### src/icd_pkg.sv
// ----------------------------------------------------------------------------
// icd_pkg
// Shared types and codes for the indexed circular deque.
// ----------------------------------------------------------------------------
package icd_pkg;

  typedef enum logic [2:0] {
    FN_READ       = 3'd0,
    FN_PUSH_BACK  = 3'd1,
    FN_PUSH_FRONT = 3'd2,
    FN_POP_BACK   = 3'd3,
    FN_POP_FRONT  = 3'd4,
    FN_INSERT     = 3'd5,
    FN_ERASE      = 3'd6,
    FN_CLEAR      = 3'd7
  } func_t;

  typedef enum logic [1:0] {
    ST_OK    = 2'd0,
    ST_FULL  = 2'd1,
    ST_RANGE = 2'd2,
    ST_EMPTY = 2'd3
  } status_t;

  localparam int unsigned FUNC_W   = 3;
  localparam int unsigned INDEX_W  = 4;
  localparam int unsigned VALUE_W  = 32;
  localparam int unsigned STATUS_W = 2;
  localparam int unsigned COUNT_W  = 4;

  // Commands from controller to datapath
  typedef struct packed {
    logic load;       // capture request, evaluate checks
    logic mem_read;   // issue memory read at rd_addr
    logic mem_write;  // write memory at wr_addr
    logic step;       // advance shift cursor
    logic commit;     // update pointers and count
    logic set_result; // latch result word
  } icd_cmd_t;

  // Status back to controller
  typedef struct packed {
    logic    shift_done;
    status_t status;
    func_t   func;
  } icd_sts_t;

endpackage

### src/icd_if.sv
// ----------------------------------------------------------------------------
// icd_req_if / icd_rsp_if
// Valid/ready channels for requests and results.
// ----------------------------------------------------------------------------
interface icd_req_if;
  logic                          valid;
  logic                          ready;
  logic [icd_pkg::FUNC_W-1:0]    func;
  logic [icd_pkg::INDEX_W-1:0]   index;
  logic [icd_pkg::VALUE_W-1:0]   value;
  modport source (output valid, func, index, value, input ready);
  modport sink   (input valid, func, index, value, output ready);
endinterface

interface icd_rsp_if;
  logic                          valid;
  logic                          ready;
  logic [icd_pkg::STATUS_W-1:0]  status;
  logic [icd_pkg::VALUE_W-1:0]   read_value;
  logic [icd_pkg::COUNT_W-1:0]   entry_count;
  modport source (output valid, status, read_value, entry_count, input ready);
  modport sink   (input valid, status, read_value, entry_count, output ready);
endinterface

### src/icd_ctrl.sv
// ----------------------------------------------------------------------------
// icd_ctrl
// Sequencer: accept, read/shift loop, commit, hand result out.
// ----------------------------------------------------------------------------
module icd_ctrl (
  input  logic              clk,
  input  logic              rst_n,
  input  logic              in_valid,
  output logic              in_ready,
  output logic              out_valid,
  input  logic              out_ready,
  output icd_pkg::icd_cmd_t cmd,
  input  icd_pkg::icd_sts_t sts
);

  typedef enum logic [2:0] {
    S_IDLE, S_DECIDE, S_SHRD, S_SHWR, S_RDWAIT, S_DONE, S_OUT
  } state_t;

  state_t state_r, state_nxt;
  logic   out_valid_r, out_valid_nxt;

  always_comb begin
    state_nxt     = state_r;
    out_valid_nxt = out_valid_r;
    cmd           = '0;
    case (state_r)
      S_IDLE: begin
        if (in_valid) begin
          cmd.load  = 1'b1;
          state_nxt = S_DECIDE;
        end
      end
      S_DECIDE: begin
        if (sts.status != icd_pkg::ST_OK) begin
          state_nxt = S_DONE;
        end else begin
          case (sts.func)
            icd_pkg::FN_READ: begin
              cmd.mem_read = 1'b1;
              state_nxt    = S_RDWAIT;
            end
            icd_pkg::FN_INSERT, icd_pkg::FN_ERASE: begin
              if (sts.shift_done) begin
                cmd.mem_write = (sts.func == icd_pkg::FN_INSERT);
                state_nxt     = S_DONE;
              end else begin
                cmd.mem_read = 1'b1;
                state_nxt    = S_SHWR;
              end
            end
            icd_pkg::FN_PUSH_BACK, icd_pkg::FN_PUSH_FRONT: begin
              cmd.mem_write = 1'b1;
              state_nxt     = S_DONE;
            end
            default: state_nxt = S_DONE;
          endcase
        end
      end
      S_SHWR: begin
        // write moved word, advance cursor
        cmd.mem_write = 1'b1;
        cmd.step      = 1'b1;
        state_nxt     = S_SHRD;
      end
      S_SHRD: begin
        if (sts.shift_done) begin
          cmd.mem_write = (sts.func == icd_pkg::FN_INSERT);
          state_nxt     = S_DONE;
        end else begin
          cmd.mem_read = 1'b1;
          state_nxt    = S_SHWR;
        end
      end
      S_RDWAIT: state_nxt = S_DONE;
      S_DONE: begin
        cmd.commit     = 1'b1;
        cmd.set_result = 1'b1;
        out_valid_nxt  = 1'b1;
        state_nxt      = S_OUT;
      end
      S_OUT: begin
        if (out_ready) begin
          out_valid_nxt = 1'b0;
          state_nxt     = S_IDLE;
        end
      end
      default: state_nxt = S_IDLE;
    endcase
  end

  always_ff @(posedge clk) begin
    if (!rst_n) begin
      state_r     <= S_IDLE;
      out_valid_r <= 1'b0;
    end else begin
      state_r     <= state_nxt;
      out_valid_r <= out_valid_nxt;
    end
  end

  assign in_ready  = (state_r == S_IDLE);
  assign out_valid = out_valid_r;

  a_busy_no_accept: assert property (@(posedge clk) disable iff (!rst_n)
    out_valid |-> !in_ready) else $error("accept while result pending");
  a_out_hold: assert property (@(posedge clk) disable iff (!rst_n)
    (out_valid && !out_ready) |=> out_valid) else $error("result dropped");
  a_commit_once: assert property (@(posedge clk) disable iff (!rst_n)
    cmd.commit |=> out_valid) else $error("commit without result");

endmodule

### src/icd_dp.sv
// ----------------------------------------------------------------------------
// icd_dp
// Datapath: slot memory, ring pointers, count, shift cursor, result.
// ----------------------------------------------------------------------------
module icd_dp #(
  parameter int unsigned DEPTH      = 16,
  parameter int unsigned DATA_WIDTH = 32
) (
  input  logic                           clk,
  input  logic                           rst_n,
  input  logic [icd_pkg::FUNC_W-1:0]     in_func,
  input  logic [icd_pkg::INDEX_W-1:0]    in_index,
  input  logic [icd_pkg::VALUE_W-1:0]    in_value,
  input  icd_pkg::icd_cmd_t              cmd,
  output icd_pkg::icd_sts_t              sts,
  output logic [icd_pkg::STATUS_W-1:0]   out_status,
  output logic [icd_pkg::VALUE_W-1:0]    out_read_value,
  output logic [icd_pkg::COUNT_W-1:0]    out_entry_count
);

  localparam int unsigned PW = $clog2(DEPTH);
  localparam int unsigned CW = $clog2(DEPTH);
  localparam logic [PW-1:0] PMAX = PW'(DEPTH - 1);
  // common width for comparing the request index against the count
  localparam int unsigned XW = ((CW > icd_pkg::INDEX_W) ? CW : icd_pkg::INDEX_W) + 1;

  logic [DATA_WIDTH-1:0] mem [DEPTH];
  logic [DATA_WIDTH-1:0] rdata_r;

  logic [PW-1:0] front_r, back_r;
  logic [CW-1:0] count_r;
  icd_pkg::func_t   func_r;
  icd_pkg::status_t st_r;
  logic [CW-1:0]         idx_r, cur_r;
  logic [DATA_WIDTH-1:0] val_r;
  logic [icd_pkg::STATUS_W-1:0] res_st_r;
  logic [icd_pkg::VALUE_W-1:0]  res_val_r;

  function automatic logic [PW-1:0] inc(input logic [PW-1:0] p);
    return (p == PMAX) ? '0 : p + 1'b1;
  endfunction
  function automatic logic [PW-1:0] dec(input logic [PW-1:0] p);
    return (p == '0) ? PMAX : p - 1'b1;
  endfunction

  logic [PW-1:0] phys_cur, phys_adj, phys_idx;
  logic [PW:0]   s_cur, s_idx, s_ring;
  logic [CW-1:0] idx_in;
  logic [XW-1:0] idx_x, cnt_x;
  logic          full, empty;
  icd_pkg::status_t chk;
  icd_pkg::func_t   fn_in;

  assign idx_in = CW'(in_index);
  assign idx_x  = XW'(in_index);
  assign cnt_x  = XW'(count_r);
  assign fn_in  = icd_pkg::func_t'(in_func);
  assign full   = (count_r == CW'(DEPTH - 1));
  assign empty  = (count_r == '0);

  always_comb begin
    chk = icd_pkg::ST_OK;
    case (fn_in)
      icd_pkg::FN_READ, icd_pkg::FN_ERASE:
        if (empty) chk = icd_pkg::ST_EMPTY;
        else if (idx_x >= cnt_x) chk = icd_pkg::ST_RANGE;
      icd_pkg::FN_PUSH_BACK, icd_pkg::FN_PUSH_FRONT:
        if (full) chk = icd_pkg::ST_FULL;
      icd_pkg::FN_POP_BACK, icd_pkg::FN_POP_FRONT:
        if (empty) chk = icd_pkg::ST_EMPTY;
      icd_pkg::FN_INSERT:
        if (full) chk = icd_pkg::ST_FULL;
        else if (idx_x > cnt_x) chk = icd_pkg::ST_RANGE;
      default: chk = icd_pkg::ST_OK;
    endcase
  end

  // cursor: insert walks down from count to idx, erase walks up to count-1
  assign s_cur    = {1'b0, front_r} + (PW+1)'(cur_r);
  assign phys_cur = (s_cur >= (PW+1)'(DEPTH)) ? PW'(s_cur - (PW+1)'(DEPTH)) : PW'(s_cur);
  assign phys_adj = (func_r == icd_pkg::FN_INSERT) ? dec(phys_cur) : inc(phys_cur);
  assign s_idx    = {1'b0, front_r} + (PW+1)'(idx_r);
  assign phys_idx = (s_idx >= (PW+1)'(DEPTH)) ? PW'(s_idx - (PW+1)'(DEPTH)) : PW'(s_idx);
  assign s_ring   = {1'b0, front_r} + (PW+1)'(count_r);

  always_comb begin
    sts.func   = func_r;
    sts.status = st_r;
    if (func_r == icd_pkg::FN_INSERT) sts.shift_done = (cur_r == idx_r);
    else sts.shift_done = (cur_r + 1'b1 >= count_r);
  end

  logic [PW-1:0] rd_addr, wr_addr;
  logic [DATA_WIDTH-1:0] wr_data;

  always_comb begin
    rd_addr = (func_r == icd_pkg::FN_READ) ? phys_idx : phys_adj;
    wr_data = val_r;
    case (func_r)
      icd_pkg::FN_PUSH_BACK:  wr_addr = back_r;
      icd_pkg::FN_PUSH_FRONT: wr_addr = dec(front_r);
      icd_pkg::FN_INSERT: begin
        wr_addr = phys_cur;
        if (!sts.shift_done) wr_data = rdata_r;
      end
      default: begin
        wr_addr = phys_cur;
        wr_data = rdata_r;
      end
    endcase
  end

  always_ff @(posedge clk) begin
    if (cmd.mem_write) mem[wr_addr] <= wr_data;
    if (cmd.mem_read)  rdata_r <= mem[rd_addr];
  end

  always_ff @(posedge clk) begin
    if (cmd.load) begin
      func_r <= fn_in;
      st_r   <= chk;
      idx_r  <= idx_in;
      val_r  <= DATA_WIDTH'(in_value);
      cur_r  <= (fn_in == icd_pkg::FN_INSERT) ? count_r : idx_in;
    end else if (cmd.step) begin
      cur_r  <= (func_r == icd_pkg::FN_INSERT) ? cur_r - 1'b1 : cur_r + 1'b1;
    end
    if (cmd.set_result) begin
      res_st_r  <= st_r;
      res_val_r <= (func_r == icd_pkg::FN_READ && st_r == icd_pkg::ST_OK)
                   ? icd_pkg::VALUE_W'(rdata_r) : '0;
    end
  end

  always_ff @(posedge clk) begin
    if (!rst_n) begin
      front_r <= '0;
      back_r  <= '0;
      count_r <= '0;
    end else if (cmd.commit && st_r == icd_pkg::ST_OK) begin
      case (func_r)
        icd_pkg::FN_PUSH_BACK, icd_pkg::FN_INSERT: begin
          back_r <= inc(back_r); count_r <= count_r + 1'b1;
        end
        icd_pkg::FN_PUSH_FRONT: begin
          front_r <= dec(front_r); count_r <= count_r + 1'b1;
        end
        icd_pkg::FN_POP_BACK, icd_pkg::FN_ERASE: begin
          back_r <= dec(back_r); count_r <= count_r - 1'b1;
        end
        icd_pkg::FN_POP_FRONT: begin
          front_r <= inc(front_r); count_r <= count_r - 1'b1;
        end
        icd_pkg::FN_CLEAR: begin
          front_r <= '0; back_r <= '0; count_r <= '0;
        end
        default: ;
      endcase
    end
  end

  assign out_status      = res_st_r;
  assign out_read_value  = res_val_r;
  assign out_entry_count = icd_pkg::COUNT_W'(count_r);

  a_count_cap: assert property (@(posedge clk) disable iff (!rst_n)
    count_r <= CW'(DEPTH - 1)) else $error("count overflow");
  a_ring: assert property (@(posedge clk) disable iff (!rst_n)
    ((s_ring >= (PW+1)'(DEPTH)) ? PW'(s_ring - (PW+1)'(DEPTH)) : PW'(s_ring)) == back_r)
    else $error("ring pointers out of step");
  a_clear: assert property (@(posedge clk) disable iff (!rst_n)
    (cmd.commit && func_r == icd_pkg::FN_CLEAR) |=> count_r == '0) else $error("clear failed");

endmodule

### src/indexed_circular_deque_top.sv
// ----------------------------------------------------------------------------
// indexed_circular_deque_top
// Fixed-capacity deque addressed by logical index, one request at a time.
// ----------------------------------------------------------------------------
// Each request takes one item and returns one result item. The block works on
// one item at a time through a single-port slot memory. A read that succeeds
// passes through decide, a registered memory read and the result latch;
// push, pop, clear and every refused request go from decide straight to the
// commit and result latch; insert and erase move one entry at a time (memory
// read then write), and the number of entries that shift is at most
// DEPTH-2. A result held by the receiver stalls the block for as long as it
// waits. The next item is taken in the cycle after the result has been handed
// out, so a new item is never taken before the last result has gone. No
// clearing pass after reset.
// ----------------------------------------------------------------------------
module indexed_circular_deque_top #(
  parameter int unsigned DEPTH      = 16,
  parameter int unsigned DATA_WIDTH = 32
) (
  input logic      clk,
  input logic      rst_n,
  icd_req_if.sink   in_ch,
  icd_rsp_if.source out_ch
);

  icd_pkg::icd_cmd_t cmd;
  icd_pkg::icd_sts_t sts;

  // sequencer: owns handshakes, drives commands
  icd_ctrl u_ctrl (
    .clk       (clk),
    .rst_n     (rst_n),
    .in_valid  (in_ch.valid),
    .in_ready  (in_ch.ready),
    .out_valid (out_ch.valid),
    .out_ready (out_ch.ready),
    .cmd       (cmd),
    .sts       (sts)
  );

  // datapath: memory, pointers, result registers
  icd_dp #(.DEPTH(DEPTH), .DATA_WIDTH(DATA_WIDTH)) u_dp (
    .clk             (clk),
    .rst_n           (rst_n),
    .in_func         (in_ch.func),
    .in_index        (in_ch.index),
    .in_value        (in_ch.value),
    .cmd             (cmd),
    .sts             (sts),
    .out_status      (out_ch.status),
    .out_read_value  (out_ch.read_value),
    .out_entry_count (out_ch.entry_count)
  );

endmodule
### src/flat_wrapper.sv
// flat-port wrapper written by rule: the top's interface ports become plain ports
module indexed_circular_deque_top_flat 
#(
  parameter int unsigned DEPTH      = 16,
  parameter int unsigned DATA_WIDTH = 32
)
  (clk, rst_n, in_ch_valid, in_ch_func, in_ch_index, in_ch_value, in_ch_ready, out_ch_valid, out_ch_status, out_ch_read_value, out_ch_entry_count, out_ch_ready);
  icd_req_if in_ch_i ();
  icd_rsp_if out_ch_i ();
  input logic clk;
  input logic rst_n;
  input wire logic [$bits(in_ch_i.valid)-1:0] in_ch_valid;
  input wire logic [$bits(in_ch_i.func)-1:0] in_ch_func;
  input wire logic [$bits(in_ch_i.index)-1:0] in_ch_index;
  input wire logic [$bits(in_ch_i.value)-1:0] in_ch_value;
  output wire logic [$bits(in_ch_i.ready)-1:0] in_ch_ready;
  output wire logic [$bits(out_ch_i.valid)-1:0] out_ch_valid;
  output wire logic [$bits(out_ch_i.status)-1:0] out_ch_status;
  output wire logic [$bits(out_ch_i.read_value)-1:0] out_ch_read_value;
  output wire logic [$bits(out_ch_i.entry_count)-1:0] out_ch_entry_count;
  input wire logic [$bits(out_ch_i.ready)-1:0] out_ch_ready;
  assign in_ch_i.valid = in_ch_valid;
  assign in_ch_i.func = in_ch_func;
  assign in_ch_i.index = in_ch_index;
  assign in_ch_i.value = in_ch_value;
  assign in_ch_ready = in_ch_i.ready;
  assign out_ch_valid = out_ch_i.valid;
  assign out_ch_status = out_ch_i.status;
  assign out_ch_read_value = out_ch_i.read_value;
  assign out_ch_entry_count = out_ch_i.entry_count;
  assign out_ch_i.ready = out_ch_ready;
  indexed_circular_deque_top #(.DEPTH(DEPTH), .DATA_WIDTH(DATA_WIDTH)) u_core (.clk(clk), .rst_n(rst_n), .in_ch(in_ch_i), .out_ch(out_ch_i));
endmodule
### config.mk
export PLATFORM = sky130hd
export DESIGN_NAME = indexed_circular_deque_top_flat
export DESIGN_NICKNAME = d
export VERILOG_FILES = /design/src/icd_pkg.sv /design/src/icd_if.sv /design/src/icd_ctrl.sv /design/src/icd_dp.sv /design/src/indexed_circular_deque_top.sv /design/src/flat_wrapper.sv
export SDC_FILE = /design/constraint.sdc
export NUM_CORES = 1
export LEC_CHECK = 0
export BUFFER_PORTS_ARGS = -buffer_cell sky130_fd_sc_hd__buf_2
export CAP_MARGIN = 20
export CORE_ASPECT_RATIO = 0.8
export CORE_MARGIN = 1.5
export CORE_UTILIZATION = 44
export DETAILED_ROUTE_END_ITERATION = 10
export PLACE_DENSITY = 0.61
export SYNTH_ARGS = -nofsm -noshare
export SYNTH_HDL_FRONTEND = slang
export SYNTH_SLANG_ARGS = --single-unit
### constraint.sdc
create_clock -name clk -period 8.69 [get_ports clk]
set_clock_uncertainty 0.2 [all_clocks]
set_input_delay 0.869 -clock clk [delete_from_list [all_inputs] [get_ports clk]]
set_output_delay 0.869 -clock clk [all_outputs]
set_load 0.03 [all_outputs]
-- Word-level counts from Yosys, hierarchy flattened
Memory sizes are Yosys's and may differ from the RTL's. A register that Yosys moved wholly into a read port is not among the register bits.
Index checks and enable logic that the tools add are counted.
- word-level logic and storage cells: 137
- bits in writable memories: 512
- output and inout bits: 40
- register bits: 95
- memories: 1
- $lt $le $gt $ge: 5
- equal/unequal tests: 26
- reductions and logical operators: 30
- add/subtract/negate cells: 14
- muxes and demuxes: 49
- memory list (memory ; depth ; bits a word ; read ports ; clocked after memory_dff ; wr ports ; line ; text):
    u_core.u_dp.mem ; 16 ; 32 ; 1 ; 1 ; 1 ; icd_dp.sv:27 ; logic [DATA_WIDTH-1:0] mem [DEPTH];
- operators with widths (cell ; number):
    case mux 32 bit (2 select lines) ; 1
    2-to-1 mux 4 bit ; 14
    case mux 4 bit (3 select lines) ; 3
    2-to-1 mux 32 bit ; 1
    == test 3 bit, second input constant ; 10
    subtractor 4 x 1 -> 4 bit, second input constant ; 7
    case mux 3 bit (7 select lines) ; 1
    adder 4 x 1 -> 4 bit, second input constant ; 5
    == test 3 x 2 -> 1 bit, second input constant ; 6
    == test 4 bit, second input constant ; 4
    zero test 4 bit ; 4
    2-to-1 mux 2 bit ; 7
    OR reduction 2 bit ; 7
    2-to-1 mux 3 bit ; 4
    adder 4 x 4 -> 5 bit ; 2
    greater-or-equal comparator 5 bit, second input constant ; 2
    2-to-1 mux 1 bit ; 10
    AND reduction 2 bit ; 5
    == test 3 x 1 -> 1 bit, second input constant ; 3
    zero test 3 bit ; 3
    nonzero test 3 bit ; 3
    greater-or-equal comparator 4 bit ; 2
    case mux 1 bit (2 select lines) ; 4
    case mux 2 bit (4 select lines) ; 1
    other kinds (10) ; 15

-- Longest topological paths before layout
- word-level depth: 9
- gate-level depth with buffers: 13

-- Modules after synthesis
From an unflattened synthesis, not the netlist that was laid out.
- cells, all modules: 1940
- area total of the unflattened synthesis: 26736.9 sq um
- modules (own cells, without submodules) (module ; cells each ; sequential area each (sq um) ; instances ; area an instance (sq um)):
    icd_dp ; 1889 ; 18948.2 ; 1 ; 26381.6
    icd_ctrl ; 51 ; 80.1 ; 1 ; 355.3

-- Least setup slack after synthesis
No wires, ideal clock.
- path type: input to register
- start: in in_ch_valid
- end: reg u_core.u_dp.func_r[0], enable pin
- stages on the path: 1
- arrival time: 5.646 ns
- library setup time: 0.584 ns
- slack: 2.261 ns
- path buffers: 0
- data required time: 7.906 ns
- cells stage by stage: nor4b_1
- word-level cells in the longest chain between the ends: 2
- ends and longest elaborated chain (element ; line ; text):
    from (decl) ; flat_wrapper.sv:12 ; input wire logic [$bits(in_ch_i.valid)-1:0] in_ch_valid;
    2-to-1 mux 1 bit ; icd_ctrl.sv:29 ; if (in_valid) begin
    2-to-1 mux 1 bit ; icd_ctrl.sv:27 ; case (state_r)
    to (signal assigned) ; icd_dp.sv:120 ; func_r <= fn_in;
    to (decl) ; icd_dp.sv:32 ; icd_pkg::func_t func_r;
No other way between the ends.
A chain may end at the register's enable or synchronous reset.

-- Worst setup path in the final report
- start: reg u_core.u_dp.cur_r[2]
- end: mem u_core.u_dp.mem[8][22], enable pin
- word-level cells in the longest chain between the ends: 9
- elaborated cells on any way between the ends: 15
- classes of those cells: add/sub (3); order compare (2); eq/ne (1); mux (9)
- ends and longest elaborated chain (element ; line ; text):
    from (decl) ; icd_dp.sv:34 ; logic [CW-1:0] idx_r, cur_r;
    from (signal assigned) ; icd_dp.sv:124 ; cur_r <= (fn_in == icd_pkg::FN_INSERT) ? count_r : idx_in;
    from (signal assigned) ; icd_dp.sv:126 ; cur_r <= (func_r == icd_pkg::FN_INSERT) ? cur_r - 1'b1 : cur_r + 1'b1;
    adder 4 x 1 -> 4 bit ; icd_dp.sv:90 ; else sts.shift_done = (cur_r + 1'b1 >= count_r);
    greater-or-equal comparator 4 bit ; icd_dp.sv:90 ;
    2-to-1 mux 1 bit ; icd_dp.sv:89 ; if (func_r == icd_pkg::FN_INSERT) sts.shift_done = (cur_r == idx_r);
    2-to-1 mux 1 bit ; icd_ctrl.sv:44, icd_ctrl.sv:67 ;
    case mux 1 bit (2 select lines) ; icd_ctrl.sv:38 ; case (sts.func)
    2-to-1 mux 2 bit ; icd_ctrl.sv:35 ; if (sts.status != icd_pkg::ST_OK) begin
    case mux 1 bit (3 select lines) ; icd_ctrl.sv:27 ;
    2-to-1 mux 1 bit ; icd_dp.sv:114 ; if (cmd.mem_write) mem[wr_addr] <= wr_data;
    2-to-1 mux 1 bit (implied by the code) ; icd_dp.sv:114 ;
    to (decl) ; icd_dp.sv:27 ;
Several ways; a longest one is shown, not always the timed one.

==> qor.csv <==
stage,metric,value,unit
grt,antenna_found_initial,0,
logic_synthesis,synth_edf_count,623,
finish,drive_gt1_frac,0.247,
power_and_ir_drop,vdd_drop_max,0.000482,V
logic_synthesis,yosysSeqAreaShare,0.726,
logic_synthesis,synthesis.nets,1513,
die,die_y,221,µm
finish,utilization,0.508,
placed_design,dpl-instance-area,27600,µm²
die,initial_utilization,0.448,
routing,drt_iter0_markers,1051,
grt,grt_pass1_vias,13800,
worst_setup_path,crit_buf_inv,1,
clocking,path_clk_slew,60,ps
logic_synthesis,yosysTopAreaCell,edfxtp_1,
power_and_ir_drop,powerDensity,344,nW/µm²
routing,vias,13300,
worst_setup_path,cp_max_fo,17,
die,die_x,276,µm
finish,nets,1611,
clocking,cts.repair.resized,0,
routing,route.detailed.drc,0,
grt,overflow,0,
clocking,ctsHoldBuffers,0,
worst_setup_path,crit_required,8770,ps
worst_setup_path,cp_top_family,compound AO/OA/AOI/OAI gates,
finish,fin_area,29700,µm²
worst_setup_path,startpoint_type,flop,
logic_synthesis,synthTopCellsByCount,"623 x edfxtp_1, 128 x mux4_2, 82 x nand2_1",
power_and_ir_drop,p_leak,9.83,nW
grt,grt_max_degree,129,
finish,finalNonFillerCells,2353,
placed_design,gp_congestion,0.843,
outcome,status,"finished, final reports clean",
clocking,postCtsSetupBuffers,0,
routing,routed_wirelength,55400,µm
routing,vias_per_cell,5.65,
routing,postRouteAntennaNets,0,
timing,rsz0062_at_grt,no,
logic_synthesis,yosys.cell_count.top_type,edfxtp_1,
placed_design,port_buffers,82,
timing,tns,0,ps
finish,syn2layout_area_growth,13.4,%
timing,slew_violations,0,
finish,diodes,0,
timing,timing.fmax,209,MHz
logic_synthesis,yosys_warnings,0,
logic_synthesis,synth_top_area_frac,0.714,
timing,tightest_slew,1240,ps
logic_synthesis,synth_cell_types,70,
run,max_cap_viol_count,0,
clocking,clock_latency,630,ps
logic_synthesis,synthCells,1441,
grt,track_usage,0.186,
worst_setup_path,critPathMaxStageDelay,980,ps
timing,fin_crit,4780,ps
clocking,h-tree-depth,2,
routing,first_pass_iters,7,
logic_synthesis,synthesis.area,26200,µm²
worst_setup_path,arrival,4870,ps
die,dieArea,61100,µm²
die,io_pins,83,
die,coreArea,58500,µm²
clocking,cts_buffers,61,
min_path,hp-class,input pin to flop,
clocking,cts_sinks,639,
logic_synthesis,ys_ff_latch,639,
logic_synthesis,synthArstFlopShare,0,
placed_design,hpwlAfterDp,32400,µm
timing,post-route-period-util,0.550,
worst_setup_path,path_cells,ha_1 > nand3_1 > a21oi_1 > o32a_1 > nor2_1 > a221oi_1 > nand2b_1 > nor2_4 > buf_4,
worst_setup_path,slowest_stage,a221oi_1,
logic_synthesis,syn_area_per_cell,18.2,µm²
routing,wl_per_cell,23.5,µm
die,row_count,79,
timing,setup_viol,0,
timing,whs,205,ps
worst_setup_path,end_kind,flop,
clocking,clockBufferDepth,3,
placed_design,placedCellCount,2242,
timing,hold_viol,0,
finish,final.fill_count,4743,
grt,grt_pass1_wl,85500,µm
logic_synthesis,synth_ff_type,edfxtp_1,
logic_synthesis,synth_area_leaders,"edfxtp_1 71%, mux4_2 11%, a22oi_2 1.4%, a21oi_1 1.4%, mux2i_1 1.3%",
timing,max_slew_margin,0.175,
worst_setup_path,crit_type,flop to flop,
clocking,root_buffer,clkbuf_16,
clocking,tritoncts,built,
-- layout by cell type, fill, tap and decap left out, types with 5 or more instances in the layout --
cell type and instances:
a21o_1 7, a21oi_1 70, a22oi_1 6, a22oi_2 30
a31oi_1 5, and2_1 34, buf_16 7, buf_2 82
buf_4 23, bufinv_16 10, clkbuf_1 13, clkbuf_16 61
clkinv_1 10, clkinv_2 8, dfxtp_1 16, edfxtp_1 623
ha_1 26, inv_1 21, mux2i_1 35, mux4_2 128
nand2_1 82, nand2b_1 38, nand3_1 56, nor2_1 45
nor2_4 12, nor2b_1 5, nor3_1 9, nor3_2 5
o21ai_0 23, o221ai_1 5, xnor2_1 13, xor2_1 5
-- sequential cells by signal, indices dropped and copies added, names as in the netlist --
name,cells
u_core.u_dp.front_r,4
u_core.u_dp.func_r,3
u_core.u_dp.out_read_value,32
u_core.u_dp.val_r,32
u_core.u_dp.mem,512
u_core.u_dp.out_status,2
u_core.u_ctrl.state_r,3
u_core.u_dp.rdata_r,32
u_core.u_dp.out_entry_count,4
u_core.u_dp.idx_r,4
u_core.u_dp.back_r,4
u_core.u_ctrl.out_valid,1
u_core.u_dp.cur_r,4
u_core.u_dp.st_r,2
-- cell type report --
cell class | count | area [µm²] | share of cell area
clock buffer | 74 | 1580 | 0.0530
inverter | 21 | 78.8 | 0.00265
multi-input combinational | 702 | 6810 | 0.229
timing repair buffer | 114 | 816 | 0.0274
sequential | 639 | 19000 | 0.640
clock inverter | 34 | 455 | 0.0153
tap | 769 | 962 | 0.0324
-- cells by family (layout without fill, tap and decap cells) --
group | after synthesis | count (layout) | share of synthesized area
compound gates | 181 | 181 | 0.0505
simple gates | 309 | 309 | 0.0578
fa+ha+maj | 30 | 30 | 0.0151
buf+inv | 100 | 243 | 0.0207
mux | 163 | 163 | 0.123
flops | 639 | 639 | 0.726
xor+xnor | 19 | 19 | 0.00663
-- path summary, 6_finish.rpt --
path	from	endpoint	slack, ps	cells past startpoint
worst max-delay path	u_core.u_dp.cur_r[2]	u_core.u_dp.mem[8][22]	3910	9
worst min-delay path	in_ch_value[0]	u_core.u_dp.val_r[0]	200	1
worst min register to register	u_core.u_dp.st_r[0]	u_core.u_dp.out_status[0]	320	0
worst max register to register	u_core.u_dp.cur_r[2]	u_core.u_dp.mem[8][22]	3910	9
-- per-stage QoR --
step / power [mW] / setup slack, ps
after floorplan: 6.90 / 2260
after global placement: 7.59 / 4130
after detailed placement: 7.64 / 3990
after CTS: 10.3 / 3970
after global routing: 10.7 / 3660
final: 10.2 / 3910
-- power breakdown --
part	total, mW	internal, mW	switching, mW
registers	4.03	3.91	0.122
clock network	2.71	1.58	1.13
logic	3.48	1.50	1.98
-- per-layer routing --
layer | GRT usage | up-vias | part of all wire
met5 | 0 | - | 0
met4 | 0.0617 | 0 | 0.030
met3 | 0.0260 | 92 | 0.043
met2 | 0.280 | 331 | 0.45
met1 | 0.280 | 6918 | 0.47
li1 | - | 5943 | -
Note: power is estimated with default switching activity, not from simulation.
